File: config.mk
export PLATFORM = sky130hd
export DESIGN_NAME = lrq_sqrt
export DESIGN_NICKNAME = d
export VERILOG_FILES = /design/src/rtl/lrq_pkg.sv /design/src/rtl/lrq_sqrt.sv
export SDC_FILE = /design/constraint.sdc
export NUM_CORES = 2
export LEC_CHECK = 0
export BUFFER_PORTS_ARGS = -buffer_cell sky130_fd_sc_hd__buf_2
export CORE_ASPECT_RATIO = 0.9
export CORE_MARGIN = 4
export CORE_UTILIZATION = 50
export CTS_CLUSTER_SIZE = 20
export DETAILED_ROUTE_END_ITERATION = 10
export PLACE_DENSITY = 0.76
export RECOVER_POWER = 25
export SYNTH_ARGS = -nofsm -noshare
export SYNTH_HDL_FRONTEND = slang
export SYNTH_MEMORY_MAX_BITS = 65536
export SYNTH_SLANG_ARGS = --single-unit
File: constraint.sdc
create_clock -name clk -period 4.45 [get_ports clk]
set_input_delay 0.2225 -clock clk [delete_from_list [all_inputs] [get_ports clk]]
set_output_delay 0.2225 -clock clk [all_outputs]
set_load 0.1 [all_outputs]
File: src/rtl/lrq_pkg.sv
package lrq_pkg;

	localparam int FRAC_BITS = 14;

	// Unit latencies, one register per result bit.
	localparam int SQRT_LAT = 32;
	localparam int DIV_LAT  = 32;
	localparam int NORM_LAT = 5 + SQRT_LAT + 1 + DIV_LAT + 1;
	localparam int PIPE_LAT = 1 + NORM_LAT + 2 + NORM_LAT + 2 + 1 + SQRT_LAT + 1 + DIV_LAT + 1;

	localparam int OUT_SH = 30 - FRAC_BITS;
	localparam logic [33:0] OUT_RND = (OUT_SH > 0) ? (34'd1 << (OUT_SH - 1)) : 34'd0;

	localparam logic [1:0] CFG_UP_X = 2'd0;
	localparam logic [1:0] CFG_UP_Y = 2'd1;
	localparam logic [1:0] CFG_UP_Z = 2'd2;

	typedef logic signed [31:0] q16_t;
	typedef logic signed [31:0] unit_t;
	typedef logic signed [15:0] qout_t;

	typedef struct packed {
		logic signed [31:0] x;
		logic signed [31:0] y;
		logic signed [31:0] z;
	} vec32_t;

	typedef struct packed {
		logic [3:0] half;
		logic [3:0] neg;
		logic       degen;
	} slot_ctl_t;

	// Round half away from zero to FRAC_BITS, then saturate.
	function automatic qout_t to_out(input logic [32:0] mag, input logic neg, input logic ovf);
		logic [33:0] mr;
		logic [16:0] ms;
		qout_t       res;
		mr = ({1'b0, mag} + OUT_RND) >> OUT_SH;
		if (ovf || mr > 34'd32768) begin
			ms = 17'd32768;
		end else begin
			ms = mr[16:0];
		end
		if (neg) begin
			res = qout_t'(-$signed({1'b0, ms}));
		end else if (ms[15] || ms[16]) begin
			res = 16'sh7fff;
		end else begin
			res = qout_t'(ms);
		end
		return res;
	endfunction

	localparam qout_t ID_W = to_out(33'd1 << 30, 1'b0, 1'b0);

endpackage

File: src/rtl/lrq_sqrt.sv
module lrq_sqrt (
	input  logic        clk,
	input  logic        en,
	input  logic [63:0] rad,
	output logic [31:0] root
);

	logic [33:0] rem_s  [lrq_pkg::SQRT_LAT];
	logic [31:0] root_s [lrq_pkg::SQRT_LAT];
	logic [63:0] rest_s [lrq_pkg::SQRT_LAT];

	for (genvar k = 0; k < lrq_pkg::SQRT_LAT; k++) begin : g_stage
		logic [31:0] rem_in;
		logic [31:0] root_in;
		logic [63:0] rest_in;
		logic [33:0] cur;
		logic [33:0] trial;
		logic        ge;

		if (k == 0) begin : g_first
			assign rem_in  = '0;
			assign root_in = '0;
			assign rest_in = rad;
		end else begin : g_next
			assign rem_in  = rem_s[k-1][31:0];
			assign root_in = root_s[k-1];
			assign rest_in = rest_s[k-1];
		end

		// two radicand bits in, one root bit out
		assign cur   = {rem_in, rest_in[63:62]};
		assign trial = {root_in, 2'b01};
		assign ge    = (cur >= trial);

		always_ff @(posedge clk) begin
			if (en) begin
				rem_s[k]  <= ge ? (cur - trial) : cur;
				root_s[k] <= {root_in[30:0], ge};
				rest_s[k] <= {rest_in[61:0], 2'b00};
			end
		end
	end

	assign root = root_s[lrq_pkg::SQRT_LAT-1];

endmodule

==> impl_metrics.toml <==
[final_layout]
final_common_cell = "edfxtp_1"
nNetsFinal = 9838
finalCoreUtilization_pct = 56.6
layout_common_cells = "edfxtp_1 (2,465), inv_1 (705), nand2_1 (663)"
drive_gt1_share_pct = 7.75
final_cells = 12400
area_delta_synth_final_pct = 12.7
design_area_um2 = 129000

[setup_path]
cp_num_buf_inv = 0
critPathMaxFanout = 4
crit_family = "compound AO/OA/AOI/OAI gates"
worst_setup_path_start_kind = "flip-flop"
slowest_delay_ns = 0.74
path_cells = "ha_1 -> nor2b_1 -> o21a_1 -> o21a_1 -> o22a_1 -> a31o_2 -> a21bo_2 -> a211o_1 -> a21bo_2 -> a2111oi_0 -> xor2_1"
path_class = "reg -> reg"
crit_arrival_ns = 4.51
endpoint_kind = "flip-flop"
slowest_stage = "a2111oi_0"
cp_data_required_time_ns = 5.02

[global_route]
overflow = 0
grt_usage_pct = 19.1
grt_pass1_wl_um = 366000
grt_max_degree = 162
antenna_found_initial = 3
grt_pass1_vias = 68600

[route]
vias = 68900
post_drt_wl_per_cell_um = 18.3
drc = 0
vias_per_cell = 5.54
postRouteAntennaNets = 0
drt_iter0_markers = 5903
wl_um = 227000
first_pass_iters = 6

[synthesis]
synth-main-ff-cell = "edfxtp_1"
ys_seq_area_share_pct = 64.9
yosys_warnings = 0
yosysUniqueCellTypes = 90
synth_edf_count = 2465
syn_nets = 9409
synth_area_per_cell_um2 = 13.0
ys_seq_elements = 2465
async_flop_share_pct = 0
synth_cells = 8782
synth.cell_area_um2 = 114000

[power]
combPwrFrac_pct = 21.1
p_sw_uw = 18900
p_per_area_nw_per_um2 = 522
p_int_uw = 48100
swShare_pct = 28.2
p_leak_uw = 0.0491
pwr-share-clk_pct = 32.0
p_seq_share_pct = 46.9
vdd_drop_max_uv = 510

[clock_tree]
cts_max_level = 5
cts_resized = 0
clock_latency_ns = 0.90
cts.clk_slew.worst_paths_ns = 0.06
clock_path_buffers = 4
clock-root-buffer = "clkbuf_16"
cts_sinks = 2465
cts_tree = "built"
cts_buffers = 275

[sta]
min_period_ns = 3.93
setup_viol = 0
post-route-period-util_pct = 88.4
worstMarginPinSlew_ns = 0.970
max_clock_freq_mhz = 254
slew_viol_final = 0
worst_slack_ns = 0.518
skew_ns = 0.0676
slew_headroom_pct = 34.7
timing.setup.tns_ns = 0
hold_viol_final = 0
rsz0062_at_grt = "false"

[floorplanning]
initial_core_util_pct = 50.2
rows = 166
die_width_um = 512
io_pins = 98
coreArea_um2 = 227000
die_h_um = 461
dieArea_um2 = 236000

[placed_design]
pre_cts_ws_ns = 0.589
place.gp.congestion = 0.926
dp_cells = 11800
port_buffers = 97
placed_cell_area_um2 = 119000
place_hpwl_um = 159000

[worst_hold_path]
hp-class = "in -> reg"

[status]
status = "complete, no violations"

[flow_run]
maxCapViolCount = 0
## timing repair
action / CTS / global route
hold buffers: 125 / 0
endpoints found under the setup margin: 0 / 0
hold endpoints to repair: 150 / 0
buffers inserted: 0 / 0
## synthesized netlist by cell type (14+ instances only)
| master | number | area [um2] |
|---|---|---|
| edfxtp_1 | 2465 | 74000 |
| inv_1 | 705 | 2650 |
| nand2_1 | 663 | 2490 |
| ha_1 | 561 | 7020 |
| o21ai_0 | 523 | 2620 |
| a21oi_1 | 517 | 2590 |
| nor2_1 | 492 | 1850 |
| xnor2_1 | 398 | 3490 |
| xor2_1 | 393 | 3440 |
| a21o_1 | 230 | 1730 |
| nor3_1 | 206 | 1030 |
| clkbuf_1 | 140 | 526 |
| nand3_1 | 136 | 681 |
| nor4_1 | 108 | 676 |
| nand2b_1 | 99 | 619 |
| nor2b_1 | 96 | 601 |
| o21a_1 | 96 | 721 |
| nand4_1 | 93 | 582 |
| or3_1 | 72 | 450 |
| mux2_2 | 70 | 788 |
| a211oi_1 | 47 | 353 |
| o21bai_1 | 47 | 353 |
| or4_1 | 47 | 353 |
| o31ai_1 | 46 | 345 |
| a31oi_1 | 44 | 275 |
| and3_1 | 38 | 238 |
| or2_2 | 38 | 238 |
| o211ai_1 | 28 | 210 |
| nand3b_1 | 27 | 203 |
| and2_1 | 26 | 163 |
| a21boi_0 | 20 | 150 |
| a31o_2 | 19 | 166 |
| a211o_1 | 16 | 140 |
| o31a_1 | 15 | 131 |
| buf_2 | 14 | 70.1 |
| nor3b_1 | 14 | 105 |
## worst paths after layout
path / to / slack, ns / cells past startpoint / startpoint
max: rem_s[23][30]$_DFFE_PP_ / 0.52 / 11 / rem_s[22][0]$_DFFE_PP_
min: rest_s[0][22]$_DFFE_PP_ / 0.09 / 2 / rad[22]
max reg2reg: rem_s[23][30]$_DFFE_PP_ / 0.52 / 11 / rem_s[22][0]$_DFFE_PP_
min reg2reg: rest_s[9][31]$_DFFE_PP_ / 0.38 / 0 / rest_s[8][29]$_DFFE_PP_
## kinds of logic (layout without fill, tap and decap cells)
kind of cell	after synthesis	after routing	share of synthesized area, %
AOI/OAI and AO/OA	1788	1788	9.66
xor gates and xnor gates	791	791	6.07
adders and majority gates	561	561	6.15
buffers and inverters	876	1492	2.91
DFF	2465	2465	64.9
muxes	81	81	0.788
other	1	3	0.00329
and+or+nand+nor	2219	2219	9.53
## sequential cells by signal (all words and copies together), names as in the netlist
register	count
rest_s	992
root_s	528
rem_s	945
## area by class of cell
class                      instances  area (um2)
fill                           18000       98700
sequential                      2465       74000
multi-input combinational       5441       36800
clock buffer                     334        7340
tap                             3024        3780
timing repair buffer             323        2790
inverter                         705        2650
clock inverter                   130        1140
antenna                            2        5.00
## power groups by stage
stage	Sequential, uW	Combinational [uW]	Clock [uW]
detailed placement	31900	13800	0
floorplan	31100	10200	0
finish	31400	14100	21500
CTS	31500	14000	22100
global placement	31900	13500	0
global route	31700	15800	23100
## through the flow
step	total power [uW]	hold slack, ns
after floorplan	41300	0.321
after global placement	45400	0.400
after detailed placement	45700	0.401
after CTS	67600	0.00971
after global routing	70600	0.0576
final	67100	0.0895
## per-layer routing
layer	up-vias	part of all wire, %	wire, um	track usage [%]
li1	33300	-	-	-
met1	33300	44	100000	25.7
met2	1775	48	110000	32.1
met3	462	4.9	11200	2.94
met4	0	2.8	6470	5.86
met5	-	0	0	0
Power figures use the tool's default switching activity.
